### src/rtl/ssr_pkg.sv
// Shared types and constants for the step sequencer with judged retries.
// No dependencies; imported by ssr_ctrl and step_sequencer_with_retry.
package ssr_pkg;

  localparam int MaxSteps = 16;
  localparam int StepW    = $clog2(MaxSteps);
  // wide enough for step counts, step indexes plus one and jump targets
  localparam int CmpW     = 6;

  localparam logic RegStepCount = 1'b0;

  typedef enum logic [1:0] {
    OP_LOAD   = 2'd0,
    OP_START  = 2'd1,
    OP_ANSWER = 2'd2,
    OP_TICK   = 2'd3
  } op_e;

  typedef enum logic [2:0] {
    EV_ACTION      = 3'd0,
    EV_JUDGE       = 3'd1,
    EV_FAIL_ACTION = 3'd2,
    EV_FAIL_JUDGE  = 3'd3,
    EV_DONE_OK     = 3'd4,
    EV_DONE_ERR    = 3'd5
  } ev_e;

  typedef struct packed {
    logic [7:0] fail_code;
    logic [4:0] jump;
    logic [3:0] flags;
  } ctl_t;

  typedef struct packed {
    logic [15:0] finterval;
    logic [7:0]  flimit;
    logic [15:0] interval;
    logic [7:0]  limit;
  } tim_t;

  typedef struct packed {
    logic             valid;
    ev_e              ev;
    logic [3:0]       step;
    logic [7:0]       err;
  } emit_t;

  typedef struct packed {
    logic             re;
    logic [StepW-1:0] addr;
  } rd_t;

endpackage

### src/rtl/ssr_ram.sv
// Generic single-write, single-read RAM with registered read data.
// No dependencies.
module ssr_ram #(
  parameter int Width = 8,
  parameter int Depth = 16
) (
  input  logic                     clk_i,
  input  logic                     we_i,
  input  logic [$clog2(Depth)-1:0] waddr_i,
  input  logic [Width-1:0]         wdata_i,
  input  logic                     re_i,
  input  logic [$clog2(Depth)-1:0] raddr_i,
  output logic [Width-1:0]         rdata_o
);

  logic [Width-1:0] mem_q [Depth];
  logic [Width-1:0] rdata_q;

  always_ff @(posedge clk_i) begin
    if (we_i) begin
      mem_q[waddr_i] <= wdata_i;
    end
    if (re_i) begin
      rdata_q <= mem_q[raddr_i];
    end
  end

  assign rdata_o = rdata_q;

endmodule

### src/rtl/ssr_ctrl.sv
// Sequencer control: phase, retry counters, delay counter and the step walk.
// Depends on ssr_pkg; reads the step tables through the rd_o port.
module ssr_ctrl (
  input  logic                clk_i,
  input  logic                rst_ni,
  input  logic                in_valid_i,
  output logic                in_ready_o,
  input  ssr_pkg::op_e        op_i,
  input  logic                judge_passed_i,
  input  logic [4:0]          step_count_i,
  input  logic                out_free_i,
  output ssr_pkg::rd_t        rd_o,
  input  ssr_pkg::ctl_t       ctl_i,
  input  ssr_pkg::tim_t       tim_i,
  output ssr_pkg::emit_t      emit_o
);
  import ssr_pkg::*;

  typedef enum logic [3:0] {
    ST_IN, ST_RD, ST_RUN, ST_RUN2, ST_ADV, ST_FAILH, ST_FAILH2,
    ST_GIVEUP, ST_DLY, ST_AFTER
  } st_e;

  typedef enum logic [2:0] {
    PH_IDLE, PH_WJ, PH_DELAY, PH_WFJ, PH_FDELAY
  } ph_e;

  st_e              st_q, st_d, job_q, job_d;
  ph_e              ph_q, ph_d;
  logic [StepW-1:0] cur_q, cur_d;
  logic [7:0]       try_q, try_d, ftry_q, ftry_d;
  logic [15:0]      dly_q, dly_d;

  logic [CmpW-1:0]  n_eff;
  logic             has_next;
  logic             jump_ok;
  logic [15:0]      dly_dec;
  logic [15:0]      iv;
  logic [7:0]       try_inc, ftry_inc;

  always_comb begin
    if (step_count_i == 5'd0) begin
      n_eff = CmpW'(1);
    end else if (CmpW'(step_count_i) > CmpW'(MaxSteps)) begin
      n_eff = CmpW'(MaxSteps);
    end else begin
      n_eff = CmpW'(step_count_i);
    end
  end

  assign has_next = (CmpW'(cur_q) + CmpW'(1)) < n_eff;
  // negative or out-of-range targets mean no jump
  assign jump_ok  = !ctl_i.jump[4] && (CmpW'(ctl_i.jump) < n_eff);
  assign dly_dec  = (dly_q != 16'd0) ? dly_q - 16'd1 : 16'd0;
  assign iv       = (ph_q == PH_WJ) ? tim_i.interval : tim_i.finterval;
  assign try_inc  = (try_q == 8'hFF) ? try_q : try_q + 8'd1;
  assign ftry_inc = (ftry_q == 8'hFF) ? ftry_q : ftry_q + 8'd1;

  assign in_ready_o = (st_q == ST_IN);

  always_comb begin
    st_d   = st_q;
    job_d  = job_q;
    ph_d   = ph_q;
    cur_d  = cur_q;
    try_d  = try_q;
    ftry_d = ftry_q;
    dly_d  = dly_q;
    emit_o = '{valid: 1'b0, ev: EV_ACTION, step: 4'(cur_q), err: 8'd0};
    rd_o   = '{re: 1'b0, addr: cur_q};

    case (st_q)
      ST_IN: begin
        if (in_valid_i) begin
          case (op_i)
            OP_START: begin
              if (ph_q == PH_IDLE) begin
                cur_d  = '0;
                try_d  = 8'd0;
                ftry_d = 8'd0;
                st_d   = ST_RD;
                job_d  = ST_RUN;
              end
            end
            OP_ANSWER: begin
              if (ph_q == PH_WJ || ph_q == PH_WFJ) begin
                if (judge_passed_i) begin
                  st_d = ST_ADV;
                end else begin
                  st_d  = ST_RD;
                  job_d = ST_DLY;
                end
              end
            end
            OP_TICK: begin
              if (ph_q == PH_DELAY || ph_q == PH_FDELAY) begin
                dly_d = dly_dec;
                if (dly_dec == 16'd0) begin
                  st_d  = ST_RD;
                  job_d = ST_AFTER;
                end
              end
            end
            default: ;
          endcase
        end
      end
      ST_RD: begin
        rd_o.re = 1'b1;
        st_d    = job_q;
      end
      ST_RUN: begin
        if (out_free_i) begin
          if (ctl_i.flags[0]) begin
            emit_o.valid = 1'b1;
            emit_o.ev    = EV_ACTION;
          end
          st_d = ST_RUN2;
        end
      end
      ST_RUN2, ST_ADV: begin
        if (out_free_i) begin
          if (st_q == ST_RUN2 && ctl_i.flags[1]) begin
            emit_o.valid = 1'b1;
            emit_o.ev    = EV_JUDGE;
            ph_d         = PH_WJ;
            st_d         = ST_IN;
          end else if (has_next) begin
            cur_d  = cur_q + StepW'(1);
            try_d  = 8'd0;
            ftry_d = 8'd0;
            st_d   = ST_RD;
            job_d  = ST_RUN;
          end else begin
            emit_o.valid = 1'b1;
            emit_o.ev    = EV_DONE_OK;
            ph_d         = PH_IDLE;
            st_d         = ST_IN;
          end
        end
      end
      ST_FAILH: begin
        if (out_free_i) begin
          if (!ctl_i.flags[2]) begin
            st_d = ST_GIVEUP;
          end else begin
            emit_o.valid = 1'b1;
            emit_o.ev    = EV_FAIL_ACTION;
            st_d         = ST_FAILH2;
          end
        end
      end
      ST_FAILH2: begin
        if (out_free_i) begin
          if (!ctl_i.flags[3]) begin
            st_d = ST_ADV;
          end else begin
            emit_o.valid = 1'b1;
            emit_o.ev    = EV_FAIL_JUDGE;
            ph_d         = PH_WFJ;
            st_d         = ST_IN;
          end
        end
      end
      ST_GIVEUP: begin
        if (out_free_i) begin
          if (jump_ok) begin
            cur_d  = StepW'(ctl_i.jump[3:0]);
            try_d  = 8'd0;
            ftry_d = 8'd0;
            st_d   = ST_RD;
            job_d  = ST_RUN;
          end else begin
            emit_o.valid = 1'b1;
            emit_o.ev    = EV_DONE_ERR;
            emit_o.err   = ctl_i.fail_code;
            ph_d         = PH_IDLE;
            st_d         = ST_IN;
          end
        end
      end
      ST_DLY: begin
        if (out_free_i) begin
          ph_d  = (ph_q == PH_WJ) ? PH_DELAY : PH_FDELAY;
          dly_d = iv;
          // a zero interval elapses within the same item
          st_d  = (iv == 16'd0) ? ST_AFTER : ST_IN;
        end
      end
      ST_AFTER: begin
        if (out_free_i) begin
          if (ph_q == PH_DELAY) begin
            try_d = try_inc;
            if (try_inc >= tim_i.limit) begin
              st_d = ST_FAILH;
            end else begin
              emit_o.valid = 1'b1;
              emit_o.ev    = EV_JUDGE;
              ph_d         = PH_WJ;
              st_d         = ST_IN;
            end
          end else begin
            ftry_d = ftry_inc;
            if (ftry_inc >= tim_i.flimit) begin
              st_d = ST_GIVEUP;
            end else begin
              emit_o.valid = 1'b1;
              emit_o.ev    = EV_FAIL_JUDGE;
              ph_d         = PH_WFJ;
              st_d         = ST_IN;
            end
          end
        end
      end
      default: begin
        st_d = ST_IN;
      end
    endcase
  end

  always_ff @(posedge clk_i or negedge rst_ni) begin
    if (!rst_ni) begin
      st_q   <= ST_IN;
      job_q  <= ST_RUN;
      ph_q   <= PH_IDLE;
      cur_q  <= '0;
      try_q  <= 8'd0;
      ftry_q <= 8'd0;
      dly_q  <= 16'd0;
    end else begin
      st_q   <= st_d;
      job_q  <= job_d;
      ph_q   <= ph_d;
      cur_q  <= cur_d;
      try_q  <= try_d;
      ftry_q <= ftry_d;
      dly_q  <= dly_d;
    end
  end

endmodule

### src/rtl/step_sequencer_with_retry.sv
// Top level: APB step_count register, step tables in two RAMs, result register.
// Depends on ssr_pkg, ssr_ram and ssr_ctrl.
//
//   channel  | handshake                   | payload
//   ---------+-----------------------------+-------------------------------------
//   input    | in_valid_i / in_ready_o     | op_i, step_index_i .. judge_passed_i
//   result   | out_valid_o / out_ready_i   | event_res_o, step_number_o,
//            |                             | error_value_o, last_o
//   config   | psel, penable, pwrite       | paddr, pwdata, prdata (pready = 1)
//
// A load, an ignored item or a tick that only counts down is taken without leaving
// the input state. A start visits steps: table read, action, then judge or move on.
// A judge answer or a tick that ends a wait also visits steps, and each visit reads
// the step tables through their registered read port. One item is worked at a time.
// No clearing pass after reset; entries read as garbage until loaded.
// While the result register is full and not taken, the sequencer holds.
module step_sequencer_with_retry (
  input  logic        clk_i,
  input  logic        rst_ni,
  input  logic        in_valid_i,
  output logic        in_ready_o,
  input  logic [1:0]  op_i,
  input  logic [3:0]  step_index_i,
  input  logic [3:0]  step_flags_i,
  input  logic signed [4:0] jump_target_i,
  input  logic [7:0]  retry_limit_i,
  input  logic [15:0] retry_interval_i,
  input  logic [7:0]  failed_retry_limit_i,
  input  logic [15:0] failed_retry_interval_i,
  input  logic [7:0]  fail_code_i,
  input  logic        judge_passed_i,
  output logic        out_valid_o,
  input  logic        out_ready_i,
  output logic [2:0]  event_res_o,
  output logic [3:0]  step_number_o,
  output logic [7:0]  error_value_o,
  output logic        last_o,
  input  logic        psel,
  input  logic        penable,
  input  logic        pwrite,
  input  logic [2:0]  paddr,
  input  logic [31:0] pwdata,
  output logic [31:0] prdata,
  output logic        pready
);
  import ssr_pkg::*;

  logic [4:0]  step_count_q;
  logic        out_valid_q;
  logic [2:0]  ev_q;
  logic [3:0]  step_q;
  logic [7:0]  err_q;
  logic        last_q;

  logic        out_free;
  logic        load_we;
  rd_t         rd;
  emit_t       emit;
  logic [$bits(ctl_t)-1:0] ctl_rdata;
  logic [$bits(tim_t)-1:0] tim_rdata;

  assign pready = 1'b1;
  assign prdata = (paddr[2] == RegStepCount) ? {27'd0, step_count_q} : 32'd0;

  always_ff @(posedge clk_i or negedge rst_ni) begin
    if (!rst_ni) begin
      step_count_q <= 5'd1;
    end else if (psel && penable && pwrite && paddr[2] == RegStepCount) begin
      step_count_q <= pwdata[4:0];
    end
  end

  assign load_we = in_valid_i && in_ready_o && (op_e'(op_i) == OP_LOAD)
                   && ({2'b00, step_index_i} < CmpW'(MaxSteps));

  ssr_ram #(.Width($bits(ctl_t)), .Depth(MaxSteps)) u_ctl_ram (
    .clk_i   (clk_i),
    .we_i    (load_we),
    .waddr_i (StepW'(step_index_i)),
    .wdata_i ({fail_code_i, jump_target_i, step_flags_i}),
    .re_i    (rd.re),
    .raddr_i (rd.addr),
    .rdata_o (ctl_rdata)
  );

  ssr_ram #(.Width($bits(tim_t)), .Depth(MaxSteps)) u_tim_ram (
    .clk_i   (clk_i),
    .we_i    (load_we),
    .waddr_i (StepW'(step_index_i)),
    .wdata_i ({failed_retry_interval_i, failed_retry_limit_i,
               retry_interval_i, retry_limit_i}),
    .re_i    (rd.re),
    .raddr_i (rd.addr),
    .rdata_o (tim_rdata)
  );

  assign out_free = !out_valid_q || out_ready_i;

  ssr_ctrl u_ctrl (
    .clk_i          (clk_i),
    .rst_ni         (rst_ni),
    .in_valid_i     (in_valid_i),
    .in_ready_o     (in_ready_o),
    .op_i           (op_e'(op_i)),
    .judge_passed_i (judge_passed_i),
    .step_count_i   (step_count_q),
    .out_free_i     (out_free),
    .rd_o           (rd),
    .ctl_i          (ctl_t'(ctl_rdata)),
    .tim_i          (tim_t'(tim_rdata)),
    .emit_o         (emit)
  );

  always_ff @(posedge clk_i or negedge rst_ni) begin
    if (!rst_ni) begin
      out_valid_q <= 1'b0;
    end else if (emit.valid) begin
      out_valid_q <= 1'b1;
    end else if (out_ready_i) begin
      out_valid_q <= 1'b0;
    end
  end

  // action and failure action are always followed by another result
  always_ff @(posedge clk_i) begin
    if (emit.valid) begin
      ev_q   <= emit.ev;
      step_q <= emit.step;
      err_q  <= emit.err;
      last_q <= (emit.ev != EV_ACTION) && (emit.ev != EV_FAIL_ACTION);
    end
  end

  assign out_valid_o   = out_valid_q;
  assign event_res_o   = ev_q;
  assign step_number_o = step_q;
  assign error_value_o = err_q;
  assign last_o        = last_q;

  a_emit_into_free_slot : assert property (@(posedge clk_i) disable iff (!rst_ni)
    emit.valid |-> (!out_valid_q || out_ready_i))
    else $error("result written over a pending result");

  a_no_emit_while_ready : assert property (@(posedge clk_i) disable iff (!rst_ni)
    emit.valid |-> !in_ready_o)
    else $error("result produced while waiting for an item");

  a_load_single_cycle : assert property (@(posedge clk_i) disable iff (!rst_ni)
    (in_valid_i && in_ready_o && op_i == OP_LOAD) |=> in_ready_o)
    else $error("load item did not complete in one cycle");

  a_err_only_on_done_err : assert property (@(posedge clk_i) disable iff (!rst_ni)
    (out_valid_o && event_res_o != EV_DONE_ERR) |-> (error_value_o == 8'd0))
    else $error("error value on a non-error result");

endmodule

### config.mk
export PLATFORM = sky130hd
export DESIGN_NAME = step_sequencer_with_retry
export DESIGN_NICKNAME = d
export VERILOG_FILES = /design/src/rtl/ssr_pkg.sv /design/src/rtl/ssr_ram.sv /design/src/rtl/ssr_ctrl.sv /design/src/rtl/step_sequencer_with_retry.sv
export SDC_FILE = /design/constraint.sdc
export NUM_CORES = 1
export LEC_CHECK = 0
export BUFFER_PORTS_ARGS = -buffer_cell sky130_fd_sc_hd__buf_2
export CORE_UTILIZATION = 66
export CTS_CLUSTER_SIZE = 28
export DETAILED_ROUTE_END_ITERATION = 12
export HOLD_SLACK_MARGIN = 0.12
export PLACE_DENSITY = 0.84
export SLEW_MARGIN = 20
export SYNTH_ARGS = -nofsm -noshare
export SYNTH_HDL_FRONTEND = slang
export SYNTH_SLANG_ARGS = --single-unit
export TNS_END_PERCENT = 100
### constraint.sdc
create_clock -name clk_i -period 17.4 [get_ports clk_i]
set_input_delay 1.74 -clock clk_i [delete_from_list [all_inputs] [get_ports clk_i]]
set_output_delay 1.74 -clock clk_i [all_outputs]
set_load 0.05 [all_outputs]
After elaboration in Yosys (flattened, before gate mapping). Memory sizes are Yosys's and may differ from the RTL's. A register that Yosys moved wholly into a read port is not among the register bits. Index checks and enable logic that the tools add are counted.

Register bits: 69. Memory bits (writable): 1040. Input bits: 114. Memories: 2.

Memory list: u_tim_ram.mem_q (depth 16, width 48, rd ports 1, clocked after memory_dff 1, write ports 1, line ssr_ram.sv:16) `logic [Width-1:0] mem_q [Depth];`; u_ctl_ram.mem_q (depth 16, width 17, rd ports 1, clocked after memory_dff 1, write ports 1, line ssr_ram.sv:16).

$add $sub $neg: 5. Mux-type cells: 107. Bitwise operators: 3. Magnitude comparators: 5. Equality and inequality tests: 47. Reduce and logical (&&, ||, !) cells: 35.

Operators with widths (count): $mux 4 (49); $mux 8 (14); $mux 16 (6); $pmux 8 s4 (2); $mux 3 (17); $pmux 4 s3 (4); $pmux 4 s9 (1); $reduce_and 11->1 (3); $logic_not 16->1 (2); $pmux 16 s2 (1); $reduce_and 13->1 (2); $ne 2x2->1 const B (12); $pmux 4 s6 (1); $ne 3x2->1 const B (6); $add 8x1->8 const B (2); $eq 4x3->1 const B (4); $eq 8x8->1 const B (2); $ge 8x8->1 (2); $reduce_bool 16->1 (1); $sub 16x1->16 const B (1); $mux 5 (3); $pmux 3 s5 (1); $ne 2x1->1 const B (7); $ne 3x3->1 const B (3); 31 further kinds (56).

Depth between registers and ports, before layout.
Depth in word-level cells: 10. Depth in mapped cells: 15. Depth with buffers taken out: 15.

Modules after synthesis. A second synthesis with hierarchy kept.

Cells, all modules: 2356. Area total of the unflattened synthesis: 46477.1 sq um.

Modules (own cells, without submodules): ssr_ram at u_tim_ram (area each 30171.4 sq um, instances 1, sequential area each 24503.5 sq um, cells each 1242); ssr_ram at u_ctl_ram (area each 10807.9 sq um, instances 1, sequential area each 8678.3 sq um, cells each 458); ssr_ctrl (area each 4496.8 sq um, instances 1, sequential area each 1152.4 sq um, cells each 588); step_sequencer_with_retry (area each 1001.0 sq um, instances 1, sequential area each 631.9 sq um, cells each 68).

Worst setup path after synthesis. No wires, ideal clock.

Path kind: input-to-reg. Start point: in op_i[1]. End point: mem u_ctl_ram.mem_q[0][0] (netlist name), enable pin. Required time: 16831 ps. Stages on the path: 4. Buffers on the path: 0. Arrival time: 6768 ps. Path slack: 10064 ps. Setup time: 569 ps. Cell sequence: nor2_1 nand3_1 or3_1 nor3_1.

Cells in the longest elaborated chain, start to end: 4.

RTL lines: from (decl) (line step_sequencer_with_retry.sv:22) `input logic [1:0] op_i,`; $logic_not 2->1 (line step_sequencer_with_retry.sv:73) `assign load_we = in_valid_i && in_ready_o && (op_e'(op_i) == OP_LOAD)`; $logic_and 1x1->1 (line step_sequencer_with_retry.sv:73); $mux 1 (line ssr_ram.sv:20) `if (we_i) begin`; $mux 1 (not written as such) (line ssr_ram.sv:21) `mem_q[waddr_i] <= wdata_i;`; to (decl) (line ssr_ram.sv:16).

No other way between the ends.

Worst setup path after layout.
Start point: reg u_ctrl.cur_q[0]. End point: reg u_ctrl.job_q[0].

Cells in the longest elaborated chain, start to end: 4.

RTL lines: from (decl) (line ssr_ctrl.sv:30) `logic [StepW-1:0] cur_q, cur_d;`; from (signal assigned) (line ssr_ctrl.sv:234) `cur_q <= cur_d;`; $add 4x1->5 (line ssr_ctrl.sv:51) `assign has_next = (CmpW'(cur_q) + CmpW'(1)) < n_eff;`; $lt 6x5->1 (line ssr_ctrl.sv:51); $ne 2x1->1 (no source line); $reduce_and 13->1 (no source line); to (signal assigned) (line ssr_ctrl.sv:232) `job_q <= job_d;`; to (decl) (line ssr_ctrl.sv:28) `st_e st_q, st_d, job_q, job_d;`.

No other way between the ends. A chain may end at the register's enable or synchronous reset.

==> results.md <==
- In this run the most critical hold path is launched from u_ctl_ram.rdata_o[12].
- Setup total negative slack on the finished layout was measured at 0 ns.
- The clock transition at the registers of the reported paths is 0.07 ns.
- The number of search-and-repair iterations in the first detailed-routing pass is 6.
- Along the worst path, the maximum fanout reaches 33.
- The TritonCTS clock tree is built.
- The largest net degree at the start of global routing is 118.
- The global-route wire length before repair is 158000 um.
- The completed layout was analyzed and its total power is 7.69 mW.
- The worst register-to-register path ends at u_ctrl.job_q[0].
- The longest clock path from root to sink contains 3 buffers.
- The wire length per cell is 32.8 um.
- The tool flagged a number of max-cap violations equal to 0.
- The combinational family with the most area after synthesis is multiplexers.
- The via count of the first global-routing pass was 23662.
- IR analysis of the VDD net gives a maximum drop of 0.000128 V.
- The I/O pin count is 165.
- After synthesis the netlist holds a flip-flop and latch count of 1173.
- The simple-gate share of the synthesized area is 0.0303.
- The required time at the worst-slack endpoint is 17.96 ns.
- The number of instances on the worst hold path is 1.
- Summed over all nets, the switching power comes to 2.18 mW.
- The floorplan core area is 68800 sq um.
- The clock tree synthesis step divided the H-tree into 3 levels.
- The analysis attributes to cell leakage a power of 16.6 nW.
- Setup repair after global routing left no endpoint under its margin.
- Cell internal power was estimated by the tool at 5.51 mW.
- The average via count per standard cell is 6.96.
- The aggregate routed wire length is 110000 um.
- The number of hold violations in the final report is 0.
- The number of instances in the synthesized netlist is 2141.
- The headroom to the max-slew limit is 0.225.
- For this run, the post-layout net count is 2452.
- Of the total synthesized cell area, the portion taken by full adders, half adders and majority gates is 0.00760.
- Once the clock tree was built, the setup fixing pass inserted 0 buffers.
- The count of pins over their slew limit is 0.
- The worst setup path is launched from a register.
- The total DRC errors in the routed layout is 0.
- The quantity of gates resized following cts is 0.
- Data arrives at the worst endpoint at 5.58 ns.
- For this run the aggregate overflow at the end of global routing stands at 0.
- The worst flop-to-flop path startpoint is u_ctrl.cur_q[0].
- The total routing usage reported by global routing is 0.317.
- Of the total power, the share spent switching nets is 0.284.
- The die footprint is 70900 sq um.
- The share of total power dissipated in the clock network is 0.325.
- The number of port buffers is 107.
- Counting the buffers created by CTS gives 111.
- The clock latency on the worst-skew pair is 0.68 ns.
- Of the total power, combinational logic draws 0.217.
- In this run the register-to-register setup slack is 12.38 ns.
- The class of the tightest hold or removal check is register to register.
- The number of different library cells used by synthesis comes to 73.
- The total of hold buffers inserted after clock tree synthesis is 0.
- The routability-driven placement congestion ratio is 0.936.
- The share of layout cells above drive strength 1 is 0.290.
- The critical path in this run is classified as register to register.
- The DRC violation total after the first TritonRoute iteration is 3402.
- For this run, the number of Yosys warnings is 0.
- For this run, asynchronously set or reset flops after synthesis account for 0.0443.
- Clock tree synthesis found a total of 1173 sinks.
- The height of the die is 266 um.
- The initial core utilization is 0.670.
- The count of nets left with antenna violations after detail routing is 0.
- The die width is 266 um.
- For the worst flop-to-flop path, the logic depth is 11.
- The area fraction in compound gates after synthesis is 0.0220.
- The prevailing post-synth register cell is sky130_fd_sc_hd__edfxtp_1.
- The portion of the post-synthesis area used by sequential elements is 0.758.
- The detailed router placed 23235 vias in this run.
- At the pin with the least slew margin, the transition time is 1.16 ns.
- The post-layout minimum cycle time is 5.02 ns.
- The area growth from synthesis to final layout is 12.0%.
- In the finished design, the share of the clock period the worst path needs comes to 0.289.
- The share of total power dissipated in sequential elements is 0.458.
- In the layout the commonest cells are 1121 x sky130_fd_sc_hd__edfxtp_1, 325 x sky130_fd_sc_hd__mux4_2, 113 x sky130_fd_sc_hd__clkbuf_16, 107 x sky130_fd_sc_hd__buf_2, 64 x sky130_fd_sc_hd__nand2_1.
- The floorplan has 96 rows.
- The most frequent standard cell in the layout excluding fill and tap cells is sky130_fd_sc_hd__edfxtp_1.
- The final setup violation count is 0.
- Between clock sinks in the finished design, the worst skew comes to 0.0270 ns.
- The endpoint kind of the worst setup timing path is a register.
- The run finished with clean final reports.
- In this run the clock root is driven by a sky130_fd_sc_hd__clkbuf_16.
- The mean instance size in the synthesized netlist is 21.5 sq um.
- Of the total synthesized cell area, the portion taken by XOR and XNOR cells is 0.00190.
- The number of antenna violations at the first check in global routing is 7.
- The post-synthesis cell area is 46100 sq um.
- The end point of the most critical hold path is error_value_o[3].
- Yosys mapped a number of flops with a built-in enable equal to 1121.
- The portion of synthesized area spent on multiplexers is 0.165.
- The placed wire-length estimate is 53600 um.
- For this run, the top clock speed supported by timing is 199 MHz.
- The power per unit of standard cell area is 149 nW/um^2.
[Yosys cell counts, types with 3 or more instances]
cell | n | area [sq um]
sky130_fd_sc_hd__o21a_1 | 5 | 37.5
sky130_fd_sc_hd__nand3_1 | 23 | 115
sky130_fd_sc_hd__and4_1 | 3 | 26.3
sky130_fd_sc_hd__mux2_2 | 12 | 135
sky130_fd_sc_hd__a22o_1 | 9 | 78.8
sky130_fd_sc_hd__nand2_1 | 64 | 240
sky130_fd_sc_hd__a21oi_1 | 38 | 190
sky130_fd_sc_hd__o32a_1 | 6 | 60.1
sky130_fd_sc_hd__edfxtp_1 | 1121 | 33700
sky130_fd_sc_hd__nand2b_1 | 13 | 81.3
sky130_fd_sc_hd__nor3_1 | 21 | 105
sky130_fd_sc_hd__buf_2 | 5 | 25.0
sky130_fd_sc_hd__o21ai_0 | 34 | 170
sky130_fd_sc_hd__xnor2_1 | 8 | 70.1
sky130_fd_sc_hd__nor4b_1 | 3 | 26.3
sky130_fd_sc_hd__or3_1 | 7 | 43.8
sky130_fd_sc_hd__and2_1 | 13 | 81.3
sky130_fd_sc_hd__a22oi_1 | 4 | 30.0
sky130_fd_sc_hd__mux4_2 | 325 | 7320
sky130_fd_sc_hd__a31oi_1 | 17 | 106
sky130_fd_sc_hd__buf_4 | 29 | 218
sky130_fd_sc_hd__nor2_1 | 72 | 270
sky130_fd_sc_hd__nand4b_1 | 4 | 35.0
sky130_fd_sc_hd__a211o_1 | 4 | 35.0
sky130_fd_sc_hd__dfrtp_1 | 50 | 1250
sky130_fd_sc_hd__a21o_1 | 8 | 60.1
sky130_fd_sc_hd__nand4_1 | 7 | 43.8
sky130_fd_sc_hd__mux2i_1 | 13 | 130
sky130_fd_sc_hd__ha_1 | 28 | 350
sky130_fd_sc_hd__clkbuf_1 | 68 | 255
sky130_fd_sc_hd__nor2b_1 | 9 | 56.3
sky130_fd_sc_hd__o22ai_1 | 5 | 31.3
sky130_fd_sc_hd__and3_1 | 11 | 68.8
sky130_fd_sc_hd__nor4_1 | 5 | 31.3
sky130_fd_sc_hd__inv_1 | 31 | 116
sky130_fd_sc_hd__buf_1 | 18 | 67.6
[final cells by class]
type | instances | area (sq um)
Tap cell | 931 | 1160
Timing Repair Buffer | 152 | 906
Multi-Input combinational cell | 840 | 10700
Fill cell | 3602 | 17200
Sequential cell | 1173 | 35000
Clock inverter | 75 | 833
Clock buffer | 132 | 2950
Inverter | 32 | 120
Antenna cell | 4 | 10.0
[cells by family (layout without fill, tap and decap cells)]
family          Yosys count  after routing
compound gates          154            154
xor+xnor                 10             10
mux                     350            350
buf+inv                 154            391
simple gates            270            270
fa+ha+maj                28             28
flops                  1173           1173
other cells               2             32
[routing by layer]
layer	GRT usage	wire (um)
met1	0.444	39900
met2	0.512	55400
met3	0.0669	11700
met4	0.0934	2370
met5	0	54
[through the flow]
step | cells | hold slack [ns] | utilization | setup WS [ns] | area, sq um
finish | 3339 | 0.517 | 0.750 | 12.38 | 51600
global route | 3337 | 0.529 | 0.750 | 12.17 | 51600
CTS | 3334 | 0.514 | 0.750 | 12.47 | 51600
detailed placement | 3127 | 0.496 | 0.695 | 12.45 | 47800
global placement | 3127 | 0.492 | 0.695 | 12.51 | 47800
floorplan | 2167 | 0.423 | - | 10.06 | 46200
[critical path, cell delays in order, from the launching register on]
cell	delay, ns
sky130_fd_sc_hd__dfrtp_4	0.87
sky130_fd_sc_hd__buf_4	0.66
sky130_fd_sc_hd__nand3_1	0.19
sky130_fd_sc_hd__xnor2_1	0.20
sky130_fd_sc_hd__ha_1	0.36
sky130_fd_sc_hd__a21o_1	0.17
sky130_fd_sc_hd__a21oi_1	0.18
sky130_fd_sc_hd__o21ai_0	0.31
sky130_fd_sc_hd__o21ai_1	0.37
sky130_fd_sc_hd__and3_1	0.68
sky130_fd_sc_hd__nor4b_4	0.46
sky130_fd_sc_hd__mux2_2	0.38
[flip-flops by register name, indices dropped and copies added, names as in the netlist]
signal and flops:
u_ctrl.dly_q 16, last_o 1, error_value_o 8, u_ctl_ram.mem_q 272, u_ctrl.cur_q 4, step_count_q 5
u_tim_ram.rdata_o 48, event_res_o 3, u_ctrl.st_q 4, u_ctrl.ftry_q 8, u_tim_ram.mem_q 768, out_valid_o 1
step_number_o 4, u_ctrl.try_q 8, u_ctl_ram.rdata_o 17, u_ctrl.job_q 3, u_ctrl.ph_q 3
[power groups by stage]
stage                     Combinational [mW]  Sequential, mW  Clock [mW]
after floorplan                         1.20            3.50           0
after global placement                  1.57            3.57           0
after detailed placement                1.62            3.57           0
after CTS                               1.67            3.52        2.51
after global routing                    1.76            3.54        2.62
final                                   1.67            3.52        2.50
[worst max path at each step]
stage                              end  cells past startpoint             from
2_1_floorplan    u_ctl_ram.mem_q[0][0]                      4          op_i[1]
6_report               u_ctrl.job_q[0]                     11  u_ctrl.cur_q[0]
5_1_grt                u_ctrl.job_q[3]                     11  u_ctrl.cur_q[0]
3_5_place_dp   u_ctl_ram.mem_q[11][12]                      6          op_i[1]
3_3_place_gp   u_ctl_ram.mem_q[11][10]                      6          op_i[1]
4_1_cts                u_ctrl.job_q[0]                     11  u_ctrl.cur_q[0]
No activity file was read; power rests on OpenSTA's default activity.
